[src/hw/rtl/assert_macros.svh]
// assertion macros shared by the rtl files
// no dependencies; included by modules that carry concurrent checks
`ifndef ASSERT_MACROS_SVH
`define ASSERT_MACROS_SVH

// same-cycle implication, disabled while in reset
`define SMM_ASSERT_IMP(lbl, clk, rst_n, ante, cons) \
  lbl: assert property (@(posedge clk) disable iff (!rst_n) (ante) |-> (cons)) \
    else $error("smm assertion failed");

// next-cycle implication, disabled while in reset
`define SMM_ASSERT_NXT(lbl, clk, rst_n, ante, cons) \
  lbl: assert property (@(posedge clk) disable iff (!rst_n) (ante) |=> (cons)) \
    else $error("smm assertion failed");

`endif

[src/hw/rtl/smm_pkg.sv]
// shared types and constants of the sparse matrix multiply block
// no dependencies; imported by smm_cfg and sparse_matrix_multiply
package smm_pkg;

  localparam int ROW_W   = 5;
  localparam int COL_W   = 5;
  localparam int VAL_W   = 32;
  localparam int SIZE_W  = 5;
  localparam int ENTRY_W = VAL_W + 1;

  typedef enum logic [1:0] {
    MODE_CLEAR   = 2'd0,
    MODE_LOAD_A  = 2'd1,
    MODE_LOAD_B  = 2'd2,
    MODE_COMPUTE = 2'd3
  } mode_t;

  // apb register map, one 32-bit word per register
  localparam int CFG_AW    = 5;
  localparam int REG_IDX_W = 3;
  localparam logic [REG_IDX_W-1:0] REG_ROWS     = 3'd0;
  localparam logic [REG_IDX_W-1:0] REG_INNER    = 3'd1;
  localparam logic [REG_IDX_W-1:0] REG_COLS     = 3'd2;
  localparam logic [REG_IDX_W-1:0] REG_FILL_A   = 3'd3;
  localparam logic [REG_IDX_W-1:0] REG_FILL_B   = 3'd4;
  localparam logic [REG_IDX_W-1:0] REG_FILL_OUT = 3'd5;

  typedef struct packed {
    logic [SIZE_W-1:0]       rows_of_a;
    logic [SIZE_W-1:0]       inner_size;
    logic [SIZE_W-1:0]       cols_of_b;
    logic signed [VAL_W-1:0] fill_a;
    logic signed [VAL_W-1:0] fill_b;
    logic signed [VAL_W-1:0] fill_out;
  } cfg_t;

endpackage

[src/hw/rtl/smm_cfg.sv]
// apb configuration registers of the sparse matrix multiply block
// depends on smm_pkg for the register map and the cfg_t bundle
module smm_cfg
  import smm_pkg::*;
(
  input  logic              clk,
  input  logic              rst_n,
  input  logic              psel,
  input  logic              penable,
  input  logic              pwrite,
  input  logic [CFG_AW-1:0] paddr,
  input  logic [31:0]       pwdata,
  output logic [31:0]       prdata,
  output logic              pready,
  output cfg_t              cfg
);

  cfg_t                 cfg_r;
  cfg_t                 cfg_nxt;
  logic [REG_IDX_W-1:0] idx;
  logic                 wr;

  assign idx    = paddr[CFG_AW-1:2];
  assign wr     = psel & penable & pwrite;
  assign pready = 1'b1;
  assign cfg    = cfg_r;

  always_comb begin
    cfg_nxt = cfg_r;
    if (wr) begin
      unique case (idx)
        REG_ROWS:     cfg_nxt.rows_of_a  = pwdata[SIZE_W-1:0];
        REG_INNER:    cfg_nxt.inner_size = pwdata[SIZE_W-1:0];
        REG_COLS:     cfg_nxt.cols_of_b  = pwdata[SIZE_W-1:0];
        REG_FILL_A:   cfg_nxt.fill_a     = pwdata;
        REG_FILL_B:   cfg_nxt.fill_b     = pwdata;
        REG_FILL_OUT: cfg_nxt.fill_out   = pwdata;
        default:      cfg_nxt            = cfg_r;
      endcase
    end
  end

  always_comb begin
    unique case (idx)
      REG_ROWS:     prdata = {{(32-SIZE_W){1'b0}}, cfg_r.rows_of_a};
      REG_INNER:    prdata = {{(32-SIZE_W){1'b0}}, cfg_r.inner_size};
      REG_COLS:     prdata = {{(32-SIZE_W){1'b0}}, cfg_r.cols_of_b};
      REG_FILL_A:   prdata = cfg_r.fill_a;
      REG_FILL_B:   prdata = cfg_r.fill_b;
      REG_FILL_OUT: prdata = cfg_r.fill_out;
      default:      prdata = '0;
    endcase
  end

  always_ff @(posedge clk) begin
    if (!rst_n) begin
      cfg_r.rows_of_a  <= SIZE_W'(16);
      cfg_r.inner_size <= SIZE_W'(16);
      cfg_r.cols_of_b  <= SIZE_W'(16);
      cfg_r.fill_a     <= '0;
      cfg_r.fill_b     <= '0;
      cfg_r.fill_out   <= '0;
    end else begin
      cfg_r <= cfg_nxt;
    end
  end

endmodule

[config.mk]
export PLATFORM = sky130hd
export DESIGN_NAME = smm_cfg
export DESIGN_NICKNAME = d
export VERILOG_FILES = /design/src/hw/rtl/assert_macros.svh /design/src/hw/rtl/smm_pkg.sv /design/src/hw/rtl/smm_cfg.sv
export SDC_FILE = /design/constraint.sdc
export NUM_CORES = 1
export LEC_CHECK = 0
export BUFFER_PORTS_ARGS = -buffer_cell sky130_fd_sc_hd__buf_2
export CELL_PAD_IN_SITES_DETAIL_PLACEMENT = 1
export CELL_PAD_IN_SITES_GLOBAL_PLACEMENT = 2
export CORE_MARGIN = 2
export CORE_UTILIZATION = 30
export DETAILED_ROUTE_END_ITERATION = 7
export GPL_ROUTABILITY_DRIVEN = 0
export GPL_TIMING_DRIVEN = 0
export PLACE_DENSITY_LB_ADDON = 0.1
export SYNTH_ARGS = -nofsm -noshare
export SYNTH_HDL_FRONTEND = slang
export SYNTH_SLANG_ARGS = --single-unit
[constraint.sdc]
create_clock -name clk -period 3.9 [get_ports clk]
set_input_delay 0.585 -clock clk [delete_from_list [all_inputs] [get_ports clk]]
set_output_delay 0.585 -clock clk [all_outputs]
set_load 0.005 [all_outputs]
## After elaboration in Yosys (flattened, before gate mapping)

Index checks and enable logic that the tools add are counted.

- Register bits: 111
- Bits in latches: 0
- Memory bits (writable): 0
- ROM bits: 0
- Bits of input ports: 42
- Output and inout port bits: 144
- Memories kept: 0

- Add/subtract/negate cells: 0
- $mul: 0
- Div/mod/pow operators: 0
- $lt $le $gt $ge: 0
- Eq/ne operators: 5
- Shifts and indexed selects: 0
- Mux-type cells: 1
- Bitwise logic cells: 2
- Reduce and logical (&&, ||, !) cells: 7

Operator list:

| operator | number |
|---|---|
| case mux 32 bit (6 select lines) | 1 |
| AND reduction 2 bit | 6 |
| == test 3 x 2 -> 1 bit (second input constant) | 2 |
| == test 3 bit (second input constant) | 2 |
| == test 3 x 1 -> 1 bit (second input constant) | 1 |
| zero test 3 bit | 1 |
| bitwise AND 1 bit | 2 |

## Logic depth before layout (Yosys ltp)

Gate-level depths: netlist of the first run.

- Word-level depth: 3
- Mapped depth: 6
- Mapped depth without buffers: 3

## Least setup slack after synthesis of the first run

No wires, ideal clock.

- Path type: input -> output
- Start: in paddr[4]
- End: out prdata[10]
- Arrival time: 1.488 ns
- Required time: 3.315 ns
- Setup slack: 1.827 ns
- Stages on the path: 6
- Buffers on the path: 3
- Path through: clkbuf_2 inv_2 and3_1 buf_2 buf_2 o2bb2ai_1

- Longest elaborated chain between the ends: 2

Ends and longest elaborated chain:

| item | RTL line | source |
|---|---|---|
| start: declaration | smm_cfg.sv:11 | `input logic [CFG_AW-1:0] paddr,` |
| == test 3 bit (tied with other cells) | smm_cfg.sv:44 | `unique case (idx)` |
| case mux 32 bit (6 select lines) (*) | smm_cfg.sv:44 |  |
| end: declaration | smm_cfg.sv:13 | `output logic [31:0] prdata,` |

Every way passes the cells marked *; elsewhere a longest branch is shown, timed or not.

## Worst setup path in the final report of the first run

- Start: in paddr[4]
- End: out prdata[17]

Same word-level chain as after synthesis.

==> impl_summary.log, run 1 <==
INFO  metric cap_viol_max_count = 0
INFO  metric layout_commonest_cell = buf_2
INFO  metric max_freq = 368 MHz
INFO  metric max-clock-path-buffers = 2
INFO  metric synth-edff-count = 0
INFO  metric netlist-cell-type-count = 28
INFO  metric asyncSetResetFlopFracSynth = 0%
INFO  metric synthFlopType = dfxtp_1
INFO  metric numCtsBuffers = 9
INFO  metric synth.cell_area = 0.00500 mm²
INFO  metric finClkSkew = 0 ns
INFO  metric hp-class = reg2reg
INFO  metric synthDominantCellAreaShare = 44.5%
INFO  metric worst_skew_pair.late_latency = 0.35 ns
INFO  metric synth_top_area_cell = dfxtp_1
INFO  metric cts_tree = done
INFO  metric clkSinkCount = 111
INFO  metric largest_fanout_on_the_critical_path = 10
INFO  metric critical_path.cell_chain = clkbuf_2, nand2b_1, clkbuf_1, buf_2, o2bb2ai_1, buf_2
INFO  metric final_antenna_net_count = 0
INFO  metric critical_path.slowest_cell = clkbuf_1
INFO  metric wl_per_cell = 19.6 µm
INFO  metric min_period_over_period = 69.7%
INFO  metric status = finished clean
INFO  metric max_stage_delay = 0.56 ns
INFO  metric total_leakage_power = 2.86 nW
INFO  metric setup.worst_path.end_class = output pin
INFO  metric grt_start_max_net_pins = 17
INFO  metric power_per_cell_area = 350 mW/mm²
INFO  metric post_synthesis_cells = 501
INFO  metric slew_headroom = 43.1%
INFO  metric detail_route.vias_per_cell = 4.83
INFO  metric required_time_at_the_worst_slack_endpoint = 3.31 ns
INFO  metric synth.yosys.seq_area_share = 44.5%
INFO  metric worstPathArrival = 2.13 ns
INFO  metric setup_tns = 0 ns
INFO  metric average_size_of_a_mapped_cell = 9.97 µm²
INFO  metric layout-drive-gt1-share = 33.0%
INFO  metric layout.nets = 733
INFO  metric rows = 47
INFO  metric worst_ir_drop_vdd = 0.222 mV
INFO  metric placement.io_buffers = 179
INFO  metric rsz0062_at_grt = no
INFO  metric worst-setup-path-type = in2out
INFO  metric setup_violations = 0
INFO  metric dr_total_vias = 4423
INFO  metric drc_errors = 0
INFO  metric synth_seq_cells = 111
INFO  metric grt_usage = 20.3%
INFO  metric floorplan.initialDensity = 30.5%
INFO  metric hold_buffers = 0
INFO  metric num_antenna_cells = 0
INFO  metric core-area = 0.0164 mm²
INFO  metric layout.cells.most_common_list = 190 x buf_2, 144 x mux2i_1, 141 x nand2_1, 111 x dfxtp_1, 27 x o2bb2ai_1
INFO  metric clkSlewWorstSetupHoldPaths = 0.07 ns
INFO  metric finalHoldWorstSlack = 0.477 ns
INFO  metric fp.dieArea = 0.0177 mm²
INFO  metric detailed_place_hpwl = 13200 µm
INFO  metric critical_path.most_common_cell = buf_2
INFO  metric die_h = 133 µm
INFO  metric largest_register_ff_count = 111
INFO  metric layout-area-overhead-vs-synth = 29.3%
INFO  metric grt_remaining_overflow = 0
INFO  metric timing.critical_path.from_type = primary input
INFO  metric drt_iter0_drc = 146
INFO  metric drt-total-wl = 18000 µm
INFO  metric cts.repair.resized = 0
INFO  metric initial_antenna_violation_count = 0
INFO  metric yosys_warns = 0
INFO  metric drt_first_pass_iters = 4
INFO  metric timing_worst_slew_pin_value = 0.853 ns
INFO  metric timing.final.hold_violations = 0
INFO  metric die_width = 133 µm
INFO  metric syn_nets = 543
INFO  metric root_buffer = clkbuf_16
INFO  metric first_global_vias = 4643
INFO  metric htreeDepth = 3
INFO  metric timing_max_transition_violations_final = 0
INFO  metric synth_top_cells_by_area = dfxtp_1 44%, mux2i_1 29%, nand2_1 11%
INFO  metric boundaryPins = 186
INFO  metric min_period = 2.72 ns
INFO  metric grt_pass1_wl = 27100 µm
INFO  metric post_cts_buffers = 0
[synth_stat cells (2+ instances only)]
master / count
nor2b_1: 5
or3_1: 2
mux2_2: 6
dfxtp_1: 111
nand2_1: 141
buf_8: 3
o21ai_0: 2
a21oi_1: 3
clkbuf_1: 16
buf_4: 3
buf_6: 6
mux2i_1: 144
o32a_1: 2
a221oi_1: 3
a22oi_1: 3
buf_2: 11
o2bb2ai_1: 27
nor2_2: 3
[path summary, 6_finish.rpt]
check	from	to	slack [ns]	cells after the start
max	paddr[4]	prdata[17]	1.18	6
min	cfg[54]	cfg[54]	0.48	2
max reg2reg	cfg[28]	cfg[28]	3.22	2
min reg2reg	cfg[54]	cfg[54]	0.48	2
[cell families after synthesis]
family	share of synthesized area (%)
compound gates	6.61
simple gates	13.3
mux	30.2
buf+inv	5.33
other cells	0.0751
flops	44.5
[worst max-delay path: cells and delay by family]
kind / cells / cell delay (ns)
buf+inv: 4 / 1.28
simple gates: 1 / 0.13
compound gates: 1 / 0.13
[power breakdown]
group / switching [mW] / internal, mW
Combinational: 0.113 / 0.0591
Sequential: 0.00698 / 1.14
Clock: 0.426 / 0.517
[layout make-up]
cell class | instances | area (µm²)
fillers | 1927 | 9950
multi-input cells | 348 | 2510
flip-flops and latches | 111 | 2220
repair buffers | 179 | 896
well taps | 220 | 275
plain buffers | 41 | 263
clock buffers | 13 | 250
clock inverters | 3 | 42.5
inverters | 1 | 3.75
[per-layer routing]
| metal | vias to the layer above | track usage (%) | part of all wire, % |
|---|---|---|---|
| met5 | - | 0 | 0 |
| li1 | 2106 | - | - |
| met3 | 21 | 4.06 | 5.2 |
| met4 | 0 | 6.45 | 1.7 |
| met1 | 2172 | 25.2 | 43 |
| met2 | 124 | 35.3 | 50 |
[per-stage QoR]
step	total power, mW	area (µm²)	util (%)	worst slack [ns]	cells
finish	2.26	6460	39.4	1.18	916
global route	2.35	6460	39.4	1.08	916
CTS	2.29	6460	39.4	1.17	916
detailed placement	1.35	6170	37.6	1.18	900
global placement	1.35	6170	37.6	1.18	900
floorplan	1.27	5000	-	1.83	501
No activity file was read; power rests on OpenSTA's default activity.
==> run 2: changes to the inputs <==
- CORE_UTILIZATION: 30 -> 29
- clock period: 3.9 -> 2.6 ns (I/O delays scaled with it)
==> run 2 against run 1 <==
  * Clock power is 38% higher
  * Sequential share of layout area is 0.11 points higher
  * Critical path depth stayed put
  * Clock skew stayed put
  * First-iteration DRC count is 32% lower
  * Die area is 3.3% higher
  * Register-to-register slack worse by 1.3 ns
  * Largest power group unchanged
  * Utilization is 0.82 points lower
  * Non-clock buffer count stayed put
  * Global-route usage is 0.92 points lower
  * Critical endpoint unchanged
  * Sequential power is 50% higher
==> impl_summary.log, run 2 (same netlist as run 1, synthesis figures left out) <==
INFO  metric status = finished clean
INFO  metric num-fill-cells = 2005
INFO  metric htreeDepth = 3
INFO  metric timing_max_transition_violations_final = 0
INFO  metric rr_endpoint = cfg[39]
INFO  metric detailed_place_hpwl = 13100 µm
INFO  metric cts_tree = done
INFO  metric total_power = 3.28 mW
INFO  metric first_global_vias = 4607
INFO  metric grt_usage = 19.4%
INFO  metric drt_iter0_drc = 99
INFO  metric largest_register_ff_count = 111
INFO  metric setup_violations = 0
INFO  metric slew_headroom = 40.8%
INFO  metric worst_ir_drop_vdd = 0.329 mV
INFO  metric floorplan.initialDensity = 29.9%
INFO  metric largest_fanout_on_the_critical_path = 10
INFO  metric required_time_at_the_worst_slack_endpoint = 2.21 ns
INFO  metric worst_skew_pair.late_latency = 0.35 ns
INFO  metric hp-class = in2reg
INFO  metric rows = 47
INFO  metric layout-drive-gt1-share = 33.0%
INFO  metric initial_antenna_violation_count = 0
INFO  metric wl_per_cell = 19.3 µm
INFO  metric hold_buffers = 0
INFO  metric die_h = 135 µm
INFO  metric r2r_slack = 1.92 ns
INFO  metric setup.worst_path.end_class = output pin
INFO  metric placement.io_buffers = 179
INFO  metric clkSinkCount = 111
INFO  metric core-area = 0.0167 mm²
INFO  metric fin_util = 38.6%
INFO  metric rsz0062_at_grt = no
INFO  metric min_period_over_period = 90.7%
INFO  metric fp.dieArea = 0.0183 mm²
INFO  metric worst-r2r-cell-count = 2
INFO  metric timing.final.hold_violations = 0
INFO  metric worst-setup-path-type = in2out
INFO  metric cts.repair.resized = 0
INFO  metric drc_errors = 0
INFO  metric hold_path.startpoint = pwdata[22]
INFO  metric cap_viol_max_count = 0
INFO  metric layout_commonest_cell = buf_2
INFO  metric setup_tns = 0 ns
INFO  metric dr_total_vias = 4341
INFO  metric holdPathEnd = cfg[22]
INFO  metric worstPathArrival = 1.97 ns
INFO  metric layout.nets = 733
INFO  metric critical_path.reg2reg.startpoint = cfg[39]
INFO  metric clkSlewWorstSetupHoldPaths = 0.07 ns
INFO  metric max_freq = 424 MHz
INFO  metric drt-total-wl = 17700 µm
INFO  metric power_per_cell_area = 510 mW/mm²
INFO  metric grt_remaining_overflow = 0
INFO  metric layout-area-overhead-vs-synth = 28.9%
INFO  metric grt_pass1_wl = 26900 µm
INFO  metric detail_route.vias_per_cell = 4.73
INFO  metric timing_worst_slew_pin_value = 0.888 ns
INFO  metric boundaryPins = 186
INFO  metric die_width = 135 µm
INFO  metric max-clock-path-buffers = 2
INFO  metric final_antenna_net_count = 0
INFO  metric finClkSkew = 0 ns
INFO  metric root_buffer = clkbuf_16
INFO  metric timing.critical_path.from_type = primary input
INFO  metric numCtsBuffers = 9
INFO  metric min_period = 2.36 ns
INFO  metric drt_first_pass_iters = 4
INFO  metric post_cts_buffers = 0
INFO  metric worstHoldPathCells = 3
INFO  metric grt_start_max_net_pins = 17
INFO  metric layout.cells.most_common_list = 190 x buf_2, 144 x mux2i_1, 141 x nand2_1, 111 x dfxtp_1, 27 x o2bb2ai_1
INFO  metric total_leakage_power = 2.86 nW
==> run 2: changes by cell type in the layout (fill, tap and decap cells not counted) <==
cell	delta
bufinv_16	-1
clkinv_2	+1
clkinv_4	+1
clkinvlp_4	-1
diode_2	+1
==> run 2: report_power, final <==
part	switching, mW	internal (mW)	leakage [nW]
registers	0.0103	1.71	0.895
logic	0.169	0.0887	1.83
clock network	0.624	0.677	0.134
total	0.803	2.48	2.86
==> run 2: layout make-up <==
class,instances,area (µm²),area share [%]
Multi-Input combinational cell,348,2510,38.9
Sequential cell,111,2220,34.5
Timing Repair Buffer,179,896,13.9
Tap cell,220,275,4.28
Buffer,41,263,4.08
Clock buffer,13,250,3.89
Clock inverter,3,18.8,0.291
Inverter,1,3.75,0.0583
Antenna cell,1,2.50,0.0389
==> run 2: metrics by stage <==
stage / hold WS [ns] / instance area [µm²] / worst slack (ns) / std cells
after global routing: 0.356 / 6440 / 0.148 / 916
after CTS: 0.335 / 6440 / 0.214 / 916
after floorplan: 0.461 / 5000 / 0.917 / 501
final: 0.336 / 6440 / 0.242 / 917
after detailed placement: 0.464 / 6170 / 0.219 / 900
after global placement: 0.456 / 6170 / 0.255 / 900
==> run 2: worst max path at each step <==
stage	startpoint	endpoint	cells past startpoint
floorplan	paddr[4]	prdata[10]	6
detailed placement	paddr[3]	prdata[17]	6
global placement	paddr[3]	prdata[17]	6
CTS	paddr[3]	prdata[17]	6
finish	paddr[3]	prdata[17]	6
global route	paddr[3]	prdata[20]	6
==> run 2: critical path: stages <==
cell,delay [ns]
buf_2,0.15
nand2b_1,0.14
clkbuf_1,0.56
buf_2,0.41
o2bb2ai_1,0.16
buf_2,0.15
==> run 2: routing by layer <==
| metal | GRT usage [%] | wire [µm] | up-vias |
|---|---|---|---|
| li1 | - | - | 2110 |
| met1 | 23.9 | 7800 | 2105 |
| met2 | 33.8 | 8710 | 108 |
| met3 | 4.41 | 921 | 18 |
| met4 | 5.61 | 259 | 0 |
| met5 | 0 | 0 | - |
==> run 3: changes to the inputs <==
- RECOVER_POWER: not set -> 50
==> run 3 against run 2 <==
  * Wire length about the same
  * First-iteration DRC count shrank 1.0%
  * Sequential share of layout area is 0.50 points higher
  * Clock-buffer cell count unchanged
  * Combinational power is essentially flat
  * Clock skew is the same
==> impl_summary.log, run 3 (same netlist as run 1, synthesis figures left out) <==
INFO  metric clkSinkCount = 111
INFO  metric num-fill-cells = 2020
INFO  metric power_per_cell_area = 516 mW/mm²
INFO  metric min_period = 2.36 ns
INFO  metric clockPowerShare = 39.7%
INFO  metric combinationalPowerShare = 7.8%
INFO  metric required_time_at_the_worst_slack_endpoint = 2.21 ns
INFO  metric largest_fanout_on_the_critical_path = 10
INFO  metric power_switching_share = 24.5%
INFO  metric numCtsBuffers = 9
INFO  metric setup_tns = 0 ns
INFO  metric max_stage_delay = 0.56 ns
INFO  metric hp-class = in2reg
INFO  metric die_width = 135 µm
INFO  metric post_cts_buffers = 0
INFO  metric setup.worst_path.end_class = output pin
INFO  metric worstPathArrival = 1.97 ns
INFO  metric cap_viol_max_count = 0
INFO  metric clkSlewWorstSetupHoldPaths = 0.07 ns
INFO  metric layout_commonest_cell = mux2i_1
INFO  metric worst_ir_drop_vdd = 0.330 mV
INFO  metric timing_worst_slew_pin_value = 0.890 ns
INFO  metric setup_violations = 0
INFO  metric timing.critical_path.max_delay_family = buffers and inverters
INFO  metric critical_path.most_common_cell = buf_2
INFO  metric routed.top_layer = met4
INFO  metric max_freq = 424 MHz
INFO  metric status = finished clean
INFO  metric initial_antenna_violation_count = 0
INFO  metric layout-drive-gt1-share = 23.7%
INFO  metric timing_max_transition_violations_final = 0
INFO  metric power.switching = 0.802 mW
INFO  metric largest_register_ff_count = 111
INFO  metric dr_total_vias = 4369
INFO  metric fin_util = 38.0%
INFO  metric critical_path.cell_chain = buf_2, nand2b_1, clkbuf_1, buf_2, o2bb2ai_1, buf_2
INFO  metric grt_usage = 19.4%
INFO  metric timing.critical_path.from_type = primary input
INFO  metric wl_per_cell = 19.3 µm
INFO  metric critical_path.slowest_cell = clkbuf_1
INFO  metric wl_met3 = 971 µm
INFO  metric max-clock-path-buffers = 2
INFO  metric layout.cells.most_common_list = 144 x mux2i_1, 141 x nand2_1, 128 x buf_2, 111 x dfxtp_1, 81 x clkbuf_1
INFO  metric cellInternalPower = 2.48 mW
INFO  metric grt_pass1_wl = 26900 µm
INFO  metric timing.final.hold_violations = 0
INFO  metric layout.nets = 733
INFO  metric worst_skew_pair.late_latency = 0.35 ns
INFO  metric finalInstanceArea = 0.00635 mm²
INFO  metric floorplan.initialDensity = 29.9%
INFO  metric drt_first_pass_iters = 4
INFO  metric sequentialPowerShare = 52.5%
INFO  metric boundaryPins = 186
INFO  metric placement.cell_area = 0.00617 mm²
INFO  metric detailed_place_hpwl = 13100 µm
INFO  metric die_h = 135 µm
INFO  metric finClkSkew = 0 ns
INFO  metric root_buffer = clkbuf_16
INFO  metric htreeDepth = 3
INFO  metric wirelength_met1 = 7720 µm
INFO  metric grt_remaining_overflow = 0
INFO  metric rows = 47
INFO  metric rsz0062_at_grt = no
INFO  metric cts.repair.resized = 0
INFO  metric drc_errors = 0
INFO  metric dr_wl_met2 = 8670 µm
INFO  metric hold_buffers = 0
INFO  metric min_period_over_period = 90.6%
INFO  metric fp.dieArea = 0.0183 mm²
INFO  metric placement.io_buffers = 179
INFO  metric first_global_vias = 4607
INFO  metric detail_route.vias_per_cell = 4.77
INFO  metric critPathBufInv = 4
INFO  metric grt_start_max_net_pins = 17
INFO  metric total_leakage_power = 2.59 nW
INFO  metric num_antenna_cells = 0
INFO  metric worst-setup-path-type = in2out
INFO  metric cts_tree = done
INFO  metric layout-area-overhead-vs-synth = 27.0%
INFO  metric drt-total-wl = 17700 µm
INFO  metric drt_iter0_drc = 98
INFO  metric slew_headroom = 40.7%
INFO  metric final_antenna_net_count = 0
INFO  metric core-area = 0.0167 mm²
run 3: cell types whose count changed in the layout (fill, tap and decap cells not counted), sizes merged:
cell and change:
buf -62, clkbuf +62, diode -1
run 3: area by class of cell:
cell class / instances / area, µm² / area share (%)
inverter: 1 / 3.75 / 0.0591
clock buffer: 13 / 250 / 3.94
tap: 220 / 275 / 4.34
sequential: 111 / 2220 / 35.0
timing repair buffer: 179 / 822 / 13.0
buffer: 41 / 251 / 3.96
multi-input combinational: 348 / 2500 / 39.4
clock inverter: 3 / 18.8 / 0.296
run 3: layer usage:
metal,GRT usage [%],vias to the layer above
li1,-,2111
met1,23.9,2121
met2,33.8,116
met3,4.41,21
met4,5.61,0
met5,0,-
run 3: path summary, 6_finish.rpt:
kind	startpoint	to	slack (ns)	depth (start not counted)
max	paddr[3]	prdata[17]	0.24	6
min	pwdata[22]	cfg[22]	0.34	3
max reg2reg	cfg[94]	cfg[94]	1.92	2
min reg2reg	cfg[8]	cfg[8]	0.47	2
run 3: per-stage QoR:
stage	power (mW)	hold WS, ns	setup slack [ns]	cells
2_1_floorplan	1.90	0.461	0.917	501
3_3_place_gp	2.02	0.456	0.255	900
3_5_place_dp	2.02	0.464	0.219	900
4_1_cts	3.32	0.335	0.214	916
5_1_grt	3.42	0.356	0.148	916
6_report	3.28	0.336	0.244	916
run 3: tightest hold or removal path: cells and delay by family:
family	cells	cell delay, ns
buffers and inverters	1	0.10
muxes	1	0.07
and+or+nand+nor	1	0.09
run 3: power groups by stage:
stage,logic (mW),clock network (mW),registers (mW)
after global placement,0.259,0,1.76
after floorplan,0.141,0,1.76
after detailed placement,0.263,0,1.76
final,0.254,1.30,1.72
after CTS,0.263,1.33,1.72
after global routing,0.279,1.42,1.72
